==> config.mk <==
export PLATFORM = sky130hd
export DESIGN_NAME = i2c_master_transfer_sequencer
export DESIGN_NICKNAME = d
export VERILOG_FILES = /design/src/sv/imts_pkg.sv /design/src/sv/imts_front.sv /design/src/sv/imts_queue.sv /design/src/sv/imts_back.sv /design/src/sv/i2c_master_transfer_sequencer.sv
export SDC_FILE = /design/constraint.sdc
export NUM_CORES = 1
export LEC_CHECK = 0
export BUFFER_PORTS_ARGS = -buffer_cell sky130_fd_sc_hd__buf_4
export CORE_ASPECT_RATIO = 1.1
export CORE_MARGIN = 4
export CORE_UTILIZATION = 45
export CTS_CLUSTER_DIAMETER = 40
export CTS_CLUSTER_SIZE = 28
export DETAILED_ROUTE_END_ITERATION = 10
export PLACE_DENSITY = 0.68
export SYNTH_ARGS = -nofsm -noshare
export SYNTH_HDL_FRONTEND = slang
export SYNTH_SLANG_ARGS = --single-unit
==> constraint.sdc <==
create_clock -name clock -period 4.4 [get_ports clock]
set_input_delay 0.22 -clock clock [delete_from_list [all_inputs] [get_ports clock]]
set_output_delay 0.22 -clock clock [all_outputs]
set_load 0.02 [all_outputs]
==> src/sv/imts_pkg.sv <==
// Shared types and constants for the I2C master transfer sequencer.
// Used by the front end, the command queue, the back end and the top level.
`default_nettype none
package imts_pkg;

   localparam int QUEUE_DEPTH_DEF = 4;
   localparam int BUF_DEPTH_DEF   = 16;

   // Entries in the queue that sits between the front end and the back end.
   localparam int CMDQ_DEPTH = 2;

   // Two-wire status codes with the prescaler bits masked off.
   localparam logic [7:0] ST_START      = 8'h08;
   localparam logic [7:0] ST_RSTART     = 8'h10;
   localparam logic [7:0] ST_MT_ADDR_ACK = 8'h18;
   localparam logic [7:0] ST_MT_DATA_ACK = 8'h28;
   localparam logic [7:0] ST_MR_ADDR_ACK = 8'h40;
   localparam logic [7:0] ST_MR_DATA_ACK = 8'h50;
   localparam logic [7:0] ST_MR_DATA_NACK = 8'h58;

   typedef enum logic [1:0] {
      FN_LOAD   = 2'd0,
      FN_SUBMIT = 2'd1,
      FN_EVENT  = 2'd2,
      FN_CANCEL = 2'd3
   } func_type;

   typedef enum logic [1:0] {
      CL_ADDR  = 2'd0,
      CL_DATA  = 2'd1,
      CL_RACK  = 2'd2,
      CL_OTHER = 2'd3
   } code_type;

   typedef enum logic [2:0] {
      CMD_NONE  = 3'd0,
      CMD_START = 3'd1,
      CMD_STOP  = 3'd2,
      CMD_NOACK = 3'd3,
      CMD_ACK   = 3'd4
   } cmd_type;

   typedef enum logic [1:0] {
      DS_FINISHED  = 2'd0,
      DS_BUS_ERROR = 2'd1,
      DS_CANCELLED = 2'd2,
      DS_REJECTED  = 2'd3
   } done_type;

   typedef enum logic [1:0] {
      BK_IDLE   = 2'd0,
      BK_EXEC   = 2'd1,
      BK_SECOND = 2'd2
   } back_state_type;

   typedef struct packed {
      func_type    func;
      code_type    code;
      logic [3:0]  byte_index;
      logic [7:0]  byte_value;
      logic [6:0]  device_address;
      logic [4:0]  write_count;
      logic [4:0]  read_count;
   } item_type;

   typedef struct packed {
      logic       valid;
      cmd_type    bus_command;
      logic       tx_valid;
      logic [7:0] tx_byte;
      logic       rx_valid;
      logic [7:0] rx_byte;
      logic       done_valid;
      done_type   done_status;
      logic [1:0] done_slot;
      logic       last;
   } rsp_type;

endpackage
`default_nettype wire

==> src/sv/imts_front.sv <==
// Front end: takes requests, classifies the bus status code and holds the item
// until the command queue has room. Depends on imts_pkg.
`default_nettype none
module imts_front
   import imts_pkg::*;
(
   input  wire logic       clock,
   input  wire logic       reset,
   input  wire logic       start,
   output logic            busy,
   input  wire logic [1:0] req_func,
   input  wire logic [3:0] req_byte_index,
   input  wire logic [7:0] req_byte_value,
   input  wire logic [6:0] req_device_address,
   input  wire logic [4:0] req_write_count,
   input  wire logic [4:0] req_read_count,
   input  wire logic [7:0] req_bus_status,
   input  wire logic       q_full,
   output logic            push,
   output item_type        push_item
);

   logic     valid_ff, valid_in;
   item_type item_ff, item_in;
   code_type code;
   logic     accept;

   always_comb begin
      unique case (req_bus_status) inside
         ST_START, ST_RSTART: code = CL_ADDR;
         ST_MT_ADDR_ACK, ST_MT_DATA_ACK, ST_MR_DATA_ACK, ST_MR_DATA_NACK: code = CL_DATA;
         ST_MR_ADDR_ACK: code = CL_RACK;
         default: code = CL_OTHER;
      endcase
   end

   assign push   = valid_ff && !q_full;
   assign busy   = valid_ff && !push;
   assign accept = start && !busy;

   always_comb begin
      valid_in = valid_ff;
      item_in  = item_ff;
      if (push) begin
         valid_in = 1'b0;
      end
      if (accept) begin
         valid_in               = 1'b1;
         item_in.func           = func_type'(req_func);
         item_in.code           = code;
         item_in.byte_index     = req_byte_index;
         item_in.byte_value     = req_byte_value;
         item_in.device_address = req_device_address;
         item_in.write_count    = req_write_count;
         item_in.read_count     = req_read_count;
      end
   end

   always_ff @(posedge clock) begin
      if (reset) begin
         valid_ff <= 1'b0;
      end else begin
         valid_ff <= valid_in;
      end
      item_ff <= item_in;
   end

   assign push_item = item_ff;

endmodule
`default_nettype wire

==> src/sv/imts_queue.sv <==
// Short command queue between the front end and the back end.
// Depends on imts_pkg for the item type and its depth.
`default_nettype none
module imts_queue
   import imts_pkg::*;
(
   input  wire logic clock,
   input  wire logic reset,
   input  wire logic push,
   input  item_type  push_item,
   input  wire logic pop,
   output item_type  head_item,
   output logic      full,
   output logic      empty
);

   localparam int PW = (CMDQ_DEPTH > 1) ? $clog2(CMDQ_DEPTH) : 1;
   localparam int CW = $clog2(CMDQ_DEPTH + 1);

   item_type        entry_ff [CMDQ_DEPTH];
   logic [PW-1:0]   rd_ff, rd_in, wr_ff, wr_in;
   logic [CW-1:0]   cnt_ff, cnt_in;

   function automatic logic [PW-1:0] bump(input logic [PW-1:0] p);
      logic [PW:0] s;
      s = {1'b0, p} + 1'b1;
      if (s == (PW+1)'(CMDQ_DEPTH)) begin
         s = '0;
      end
      return s[PW-1:0];
   endfunction

   assign full      = (cnt_ff == CW'(CMDQ_DEPTH));
   assign empty     = (cnt_ff == '0);
   assign head_item = entry_ff[rd_ff];

   always_comb begin
      rd_in  = pop ? bump(rd_ff) : rd_ff;
      wr_in  = push ? bump(wr_ff) : wr_ff;
      cnt_in = cnt_ff;
      if (push && !pop) begin
         cnt_in = cnt_ff + 1'b1;
      end else if (pop && !push) begin
         cnt_in = cnt_ff - 1'b1;
      end
   end

   always_ff @(posedge clock) begin
      if (reset) begin
         rd_ff  <= '0;
         wr_ff  <= '0;
         cnt_ff <= '0;
      end else begin
         rd_ff  <= rd_in;
         wr_ff  <= wr_in;
         cnt_ff <= cnt_in;
      end
      if (push) begin
         entry_ff[wr_ff] <= push_item;
      end
   end

endmodule
`default_nettype wire

==> src/sv/imts_back.sv <==
// Back end: holds the transfer descriptors and write buffers and sequences the
// head transfer from bus events. Depends on imts_pkg.
`default_nettype none
module imts_back
   import imts_pkg::*;
#(
   parameter int QUEUE_DEPTH = QUEUE_DEPTH_DEF,
   parameter int BUF_DEPTH   = BUF_DEPTH_DEF
) (
   input  wire logic clock,
   input  wire logic reset,
   input  wire logic q_empty,
   input  item_type  q_item,
   output logic      pop,
   output rsp_type   rsp
);

   localparam int SW    = (QUEUE_DEPTH > 1) ? $clog2(QUEUE_DEPTH) : 1;
   localparam int CW    = $clog2(QUEUE_DEPTH + 1);
   localparam int MEM_N = QUEUE_DEPTH * BUF_DEPTH;
   localparam int AW    = (MEM_N > 1) ? $clog2(MEM_N) : 1;

   back_state_type state_ff, state_in;
   item_type       cur_ff;
   logic [SW-1:0]  head_ff, head_in;
   logic [CW-1:0]  count_ff, count_in;
   logic [4:0]     off_ff, off_in;
   logic           rp_ff, rp_in;

   logic [6:0]     slot_addr_ff [QUEUE_DEPTH];
   logic [4:0]     slot_wc_ff   [QUEUE_DEPTH];
   logic [4:0]     slot_rc_ff   [QUEUE_DEPTH];
   logic [7:0]     buf_mem      [MEM_N];
   logic [7:0]     rdata_ff;

   logic [SW-1:0]  tail, head_next;
   logic [SW:0]    tail_sum, head_sum;
   logic [4:0]     wc, rc, off1;
   logic [AW-1:0]  rd_addr, wr_addr;
   logic           slot_we, buf_we, fin;
   done_type       fin_status;
   logic           fin_rxv;
   rsp_type        res, rsp_ff;

   assign wc = slot_wc_ff[head_ff];
   assign rc = slot_rc_ff[head_ff];

   always_comb begin
      tail_sum = (SW+1)'(head_ff) + (SW+1)'(count_ff);
      if (tail_sum >= (SW+1)'(QUEUE_DEPTH)) begin
         tail_sum = tail_sum - (SW+1)'(QUEUE_DEPTH);
      end
      tail     = tail_sum[SW-1:0];
      head_sum = (SW+1)'(head_ff) + 1'b1;
      if (head_sum == (SW+1)'(QUEUE_DEPTH)) begin
         head_sum = '0;
      end
      head_next = head_sum[SW-1:0];
   end

   assign rd_addr = AW'(head_ff) * AW'(BUF_DEPTH) + AW'(off_ff);
   assign wr_addr = AW'(tail) * AW'(BUF_DEPTH) + AW'(cur_ff.byte_index);
   assign off1    = off_ff + 1'b1;

   function automatic cmd_type ack_cmd(input logic [4:0] o, input logic [4:0] r);
      return (({1'b0, o} + 6'd1) == {1'b0, r}) ? CMD_NOACK : CMD_ACK;
   endfunction

   // Next state.
   always_comb begin
      state_in = state_ff;
      unique case (state_ff)
         BK_IDLE:   if (!q_empty) state_in = BK_EXEC;
         BK_EXEC:   state_in = (fin && count_ff > CW'(1)) ? BK_SECOND : BK_IDLE;
         BK_SECOND: state_in = BK_IDLE;
         default:   state_in = BK_IDLE;
      endcase
   end

   // Work on the latched item and form the result.
   always_comb begin
      pop        = (state_ff == BK_IDLE) && !q_empty;
      head_in    = head_ff;
      count_in   = count_ff;
      off_in     = off_ff;
      rp_in      = rp_ff;
      slot_we    = 1'b0;
      buf_we     = 1'b0;
      fin        = 1'b0;
      fin_status = DS_FINISHED;
      fin_rxv    = 1'b0;
      res        = '0;
      res.last   = 1'b1;
      unique case (state_ff)
         BK_EXEC: begin
            unique case (cur_ff.func)
               FN_LOAD: begin
                  buf_we = (32'(count_ff) < QUEUE_DEPTH) &&
                           (32'(cur_ff.byte_index) < BUF_DEPTH);
               end
               FN_SUBMIT: begin
                  if (32'(count_ff) >= QUEUE_DEPTH ||
                      (cur_ff.write_count == '0 && cur_ff.read_count == '0) ||
                      32'(cur_ff.write_count) > BUF_DEPTH) begin
                     res.valid       = 1'b1;
                     res.done_valid  = 1'b1;
                     res.done_status = DS_REJECTED;
                     res.done_slot   = 2'(tail);
                  end else begin
                     slot_we  = 1'b1;
                     count_in = count_ff + 1'b1;
                     if (count_ff == '0) begin
                        off_in          = '0;
                        rp_in           = (cur_ff.write_count == '0);
                        res.valid       = 1'b1;
                        res.bus_command = CMD_START;
                     end
                  end
               end
               FN_CANCEL: begin
                  if (count_ff != '0) begin
                     fin        = 1'b1;
                     fin_status = DS_CANCELLED;
                  end
               end
               FN_EVENT: begin
                  if (count_ff != '0) begin
                     res.valid = 1'b1;
                     unique case (cur_ff.code)
                        CL_ADDR: begin
                           res.bus_command = CMD_NOACK;
                           res.tx_valid    = 1'b1;
                           res.tx_byte     = {slot_addr_ff[head_ff], rp_ff};
                        end
                        CL_RACK: res.bus_command = ack_cmd(off_ff, rc);
                        CL_DATA: begin
                           if (rp_ff) begin
                              off_in = off1;
                              if (off1 == rc) begin
                                 fin     = 1'b1;
                                 fin_rxv = 1'b1;
                              end else begin
                                 res.bus_command = ack_cmd(off1, rc);
                                 res.rx_valid    = 1'b1;
                                 res.rx_byte     = cur_ff.byte_value;
                              end
                           end else if (off_ff >= wc) begin
                              if (rc != '0) begin
                                 rp_in           = 1'b1;
                                 off_in          = '0;
                                 res.bus_command = CMD_START;
                              end else begin
                                 fin = 1'b1;
                              end
                           end else begin
                              off_in          = off1;
                              res.bus_command = CMD_NOACK;
                              res.tx_valid    = 1'b1;
                              res.tx_byte     = rdata_ff;
                           end
                        end
                        default: begin
                           fin        = 1'b1;
                           fin_status = DS_BUS_ERROR;
                        end
                     endcase
                  end
               end
               default: ;
            endcase
            if (fin) begin
               head_in         = head_next;
               count_in        = count_ff - 1'b1;
               off_in          = '0;
               rp_in           = 1'b0;
               res             = '0;
               res.valid       = 1'b1;
               res.bus_command = CMD_STOP;
               res.rx_valid    = fin_rxv;
               res.rx_byte     = fin_rxv ? cur_ff.byte_value : 8'h00;
               res.done_valid  = 1'b1;
               res.done_status = fin_status;
               res.done_slot   = 2'(head_ff);
               res.last        = (count_ff == CW'(1));
            end
         end
         BK_SECOND: begin
            // The head has already moved to the next waiting transfer.
            rp_in           = (wc == '0);
            res.valid       = 1'b1;
            res.bus_command = CMD_START;
         end
         default: ;
      endcase
   end

   always_ff @(posedge clock) begin
      if (reset) begin
         state_ff <= BK_IDLE;
         head_ff  <= '0;
         count_ff <= '0;
         off_ff   <= '0;
         rp_ff    <= 1'b0;
         rsp_ff   <= '0;
      end else begin
         state_ff <= state_in;
         head_ff  <= head_in;
         count_ff <= count_in;
         off_ff   <= off_in;
         rp_ff    <= rp_in;
         rsp_ff   <= res;
      end
      if (pop) begin
         cur_ff   <= q_item;
         rdata_ff <= buf_mem[rd_addr];
      end
      if (buf_we) begin
         buf_mem[wr_addr] <= cur_ff.byte_value;
      end
      if (slot_we) begin
         slot_addr_ff[tail] <= cur_ff.device_address;
         slot_wc_ff[tail]   <= cur_ff.write_count;
         slot_rc_ff[tail]   <= cur_ff.read_count;
      end
   end

   assign rsp = rsp_ff;

endmodule
`default_nettype wire

==> src/sv/i2c_master_transfer_sequencer.sv <==
// A request is registered in the front end, pushed into the queue once it has room and popped
// by an idle back end, which also reads the write buffer. The back end then forms the result,
// which is registered to the ports. A completion that starts the next transfer gives a second
// result in the cycle after. The back end pops a new item only while it is idle.
// Synchronous active-high reset empties the queue; results cannot be stalled.
`default_nettype none
module i2c_master_transfer_sequencer
   import imts_pkg::*;
#(
   parameter int QUEUE_DEPTH = QUEUE_DEPTH_DEF,
   parameter int BUF_DEPTH   = BUF_DEPTH_DEF
) (
   input  wire logic       clock,
   input  wire logic       reset,
   input  wire logic       start,
   output logic            busy,
   input  wire logic [1:0] req_func,
   input  wire logic [3:0] req_byte_index,
   input  wire logic [7:0] req_byte_value,
   input  wire logic [6:0] req_device_address,
   input  wire logic [4:0] req_write_count,
   input  wire logic [4:0] req_read_count,
   input  wire logic [7:0] req_bus_status,
   output logic            rsp_valid,
   output logic [2:0]      rsp_bus_command,
   output logic            rsp_tx_valid,
   output logic [7:0]      rsp_tx_byte,
   output logic            rsp_rx_valid,
   output logic [7:0]      rsp_rx_byte,
   output logic            rsp_done_valid,
   output logic [1:0]      rsp_done_status,
   output logic [1:0]      rsp_done_slot,
   output logic            rsp_last
);

   logic     q_full, q_empty, push, pop;
   item_type push_item, head_item;
   rsp_type  rsp;

   imts_front u_front (
      .clock, .reset, .start, .busy,
      .req_func, .req_byte_index, .req_byte_value, .req_device_address,
      .req_write_count, .req_read_count, .req_bus_status,
      .q_full, .push, .push_item
   );

   imts_queue u_queue (
      .clock, .reset, .push, .push_item, .pop,
      .head_item, .full(q_full), .empty(q_empty)
   );

   imts_back #(
      .QUEUE_DEPTH(QUEUE_DEPTH),
      .BUF_DEPTH  (BUF_DEPTH)
   ) u_back (
      .clock, .reset, .q_empty, .q_item(head_item), .pop, .rsp
   );

   assign rsp_valid       = rsp.valid;
   assign rsp_bus_command = rsp.bus_command;
   assign rsp_tx_valid    = rsp.tx_valid;
   assign rsp_tx_byte     = rsp.tx_byte;
   assign rsp_rx_valid    = rsp.rx_valid;
   assign rsp_rx_byte     = rsp.rx_byte;
   assign rsp_done_valid  = rsp.done_valid;
   assign rsp_done_status = rsp.done_status;
   assign rsp_done_slot   = rsp.done_slot;
   assign rsp_last        = rsp.last;

endmodule
`default_nettype wire

==> flow_summary_export.csv <==
group,metric,value,unit
worst_hold_path,holdPathStages,3,
worst_setup_path,end_kind,"flop",
cts,clk_latency,0.64,ns
sta,fin_crit_sh,85.32,%
logic_synthesis,synth.avg_cell_area,20.74,sq um
worst_setup_path,cp-start-kind,"flop",
worst_setup_path,critPathRequiredTime,4.96,ns
routing,post-route-drc-count,0,
worst_setup_path,critPathMaxFanout,10,
cts,numClockSinks,768,
routing,firstDrtPassIters,5,
worst_setup_path,cp.arrival,4.31,ns
sta,hold_violations,0,
worst_setup_path,reg2reg_setup_slack,0.65,ns
cts,cts_made_buffers,88,
status,outcome,"complete, no violations",
sta,slew_headroom,26.87,%
worst_setup_path,path_common_cell,"buf_4",
logic_synthesis,async_flop_share,0,%
logic_synthesis,netlist.area_leader.share,72.81,%
global_routing,gr-total-overflow,0,
logic_synthesis,yosysTopAreaCell,"edfxtp_1",
routing,drt_iter0_drc,1180,
floorplanning,die_area,70170,sq um
cts,clkTransAtPathRegs,0.07,ns
routing,via_per_inst,5.636,
logic_synthesis,synth_most_common_cell,"edfxtp_1",
cts,cts_tree,"built",
logic_synthesis,yosysUniqueCellTypes,69,
pwr,p_per_area,532.7,nW/um^2
worst_setup_path,cp_slowest_stage_delay,0.66,ns
worst_hold_path,hp-class,"in -> reg",
global_routing,grt_max_degree,79,
cts,cts_max_level,3,
floorplanning,ios,71,
worst_setup_path,cp_cell_sequence,"buf_4 > mux4_2 > inv_1 > ha_1 > a31oi_1 > nor3_4 > o41ai_2 > buf_4 > nor2_4 > or3_1 > a21oi_2",
pwr,p_total,18580,uW
placed_design,routabilityCongestion,0.8465,
sta,setup_viol,0,
cells_and_area,multi_input_area,6800,sq um
placed_design,place_ws,0.6215,ns
sta,fmax,266.4,MHz
cells_and_area,post-route-cell-area,34870,sq um
floorplanning,num_rows,98,
logic_synthesis,syn_area,29690,sq um
cells_and_area,n_fill_cell,4949,
placed_design,dp_hpwl,38230,microns
logic_synthesis,synth_nets,1498,
worst_hold_path,hold_end,"u_front.push_item[30]$_DFFE_PP_",
logic_synthesis,synth_seq_area_share,76.05,%
worst_setup_path,crit_path_top_delay_cell,"dfxtp_1",
cts,cts_buffer_depth,3,
cells_and_area,area_growth,17.43,%
worst_setup_path,crit_family,"compound AO/OA/AOI/OAI gates",
logic_synthesis,synthFlopType,"edfxtp_1",
sta,finalMaxSlewViolations,0,
worst_setup_path,path_class,"reg -> reg",
cells_and_area,nets,1661,
sta,rsz0062_at_grt,"no",
logic_synthesis,synth-edff-count,720,
worst_setup_path,r2r_end,"u_back.rsp[20]$_SDFF_PP0_",
floorplanning,die_x,252.9,microns
routing,dr_total_vias,14220,
routing,drt_wl_total,62200,microns
sta,fin_crit,3.754,ns
pwr,p_leak,0.01109,uW
global_routing,grt_pass1_vias,14680,
pwr,ir_worst_vdd,0.0003830,V
cts,root_buffer,"clkbuf_16",
cells_and_area,drive_gt1_share,30.04,%
worst_hold_path,hp-start,"req_bus_status[6]",
logic_synthesis,syn_inst,1432,
floorplanning,core-area,65230,sq um
logic_synthesis,synth_seq_cells,768,
worst_setup_path,worstRegToRegCells,11,
global_routing,antenna_found_initial,0,
sta,fin_skew,0.02597,ns
logic_synthesis,synth_common_cells,"edfxtp_1 (720), mux4_2 (185), nor2_1 (95), nand2_1 (51), dfxtp_1 (48)",
cells_and_area,seq_area,22590,sq um
logic_synthesis,synth-warning-count,0,
sta,worst_pin_slew,1.097,ns
routing,wl_per_cell,24.66,microns
floorplanning,floorplan.initialDensity,45.52,%
placed_design,dpl-instance-area,31310,sq um
routing,ant_nets,0,
sta,setup_tns,0,ns
global_routing,globalRouteTotalUtil,17.85,%
logic_synthesis,synth.area.top_cells,"edfxtp_1 (73%), mux4_2 (14%), dfxtp_1 (3.2%)",
job,cap_viol_max_count,0,
floorplanning,die_h,277.4,microns
worst_setup_path,worst-path-buf-inv,3,
placed_design,io_buffers,70,
sta,worst_slack,0.6460,ns
cells_and_area,final_core_utilization,53.46,%
global_routing,grt_pass1_wl,93430,microns
[tightest hold or removal path: stages]
cell,delay (ns)
buf_4,0.09
nor3b_1,0.04
o21ai_0,0.18
[where the power goes]
group	switching, uW	internal, uW	leakage (uW)
Combinational	1290	547	0.00265
Sequential	216	8890	0.00690
Clock	3240	4400	0.00153
[per-stage QoR]
step                hold slack, ns  cells
floorplan                   0.3189   1432
global placement            0.3978   2316
detailed placement          0.3995   2316
CTS                        0.02498   2521
global route               0.03538   2521
finish                     0.02077   2522
[cell type report]
| type | instances | share of cell area (%) |
|---|---|---|
| inverter | 20 | 0.2153 |
| multi-input combinational | 582 | 19.50 |
| sequential | 768 | 64.78 |
| clock inverter | 68 | 2.476 |
| clock buffer | 98 | 6.602 |
| timing repair buffer | 135 | 3.366 |
| antenna | 1 | 0.007176 |
| tap | 850 | 3.050 |
[placed cells by master, fill, tap and decap left out, types with 8 or more instances in the layout]
cell,netlist,layout
mux2i_1,8,8
a21oi_1,17,17
o21ai_0,13,13
inv_8,0,11
nand2_1,51,51
a21oi_2,8,8
edfxtp_1,720,720
mux2_2,33,33
dfxtp_1,48,45
nor2b_1,10,9
dlygate4sd3_1,0,39
nor2_1,95,94
clkbuf_16,0,90
clkinv_8,0,11
and2_1,12,12
inv_1,18,18
ha_1,24,24
mux4_2,185,185
inv_6,0,16
nand2b_1,11,11
nand3_1,15,15
buf_4,1,91
xnor2_1,11,11
[metal layers]
layer	GRT usage (%)	vias to the layer above	wire (microns)	part of all wire, %
met4	6.691	0	2057	3.3
met3	3.647	117	4188	6.7
met1	24.53	7393	25550	41
li1	-	6197	-	-
met5	0	-	0	0
met2	28.52	508	30400	49
[what timing repair did]
action                                 in CTS  in global routing
resized for setup                           0                  0
endpoints found under the hold margin      47                  0
hold buffers                               39                  0
setup buffers                               0                  0
[cell families after synthesis]
family	share of synthesized area, %
XOR/XNOR	0.5309
AND/OR/NAND/NOR	3.838
buffers and inverters	1.087
multiplexers	15.55
AO/OA/AOI/OAI	1.934
flip-flops	76.05
adder cells (fa/ha/maj)	1.011
[flip-flops by register name (all words and copies together) (netlist names), named ones only]
signal / count
u_queue.entry_ff: 66
u_back.count_ff: 3
u_queue.wr_ff: 1
u_front.push_item: 33
u_back.buf_mem: 512
u_back.rsp: 28
u_back.off_ff: 5
u_back.slot_addr_ff: 28
u_back.slot_wc_ff: 20
u_back.state_ff: 2
u_queue.cnt_ff: 2
u_back.rp_ff: 1
u_queue.rd_ff: 1
u_back.cur_ff: 33
u_back.rdata_ff: 8
u_back.slot_rc_ff: 20
u_front.valid_ff: 1
u_back.head_ff: 2
[worst max path at each step]
| stage | cells after the start | slack (ns) | end |
|---|---|---|---|
| CTS | 11 | 0.59 | u_back.rsp[20]$_SDFF_PP0_ |
| finish | 11 | 0.65 | u_back.rsp[20]$_SDFF_PP0_ |
| global placement | 12 | 0.76 | u_back.rsp[20]$_SDFF_PP0_ |
| floorplan | 14 | 0.47 | u_back.rsp[23]$_SDFF_PP0_ |
| detailed placement | 11 | 0.62 | u_back.rsp[20]$_SDFF_PP0_ |
| global route | 12 | 0.34 | u_back.rsp[17]$_SDFF_PP0_ |
Power figures use the tool's default switching activity.
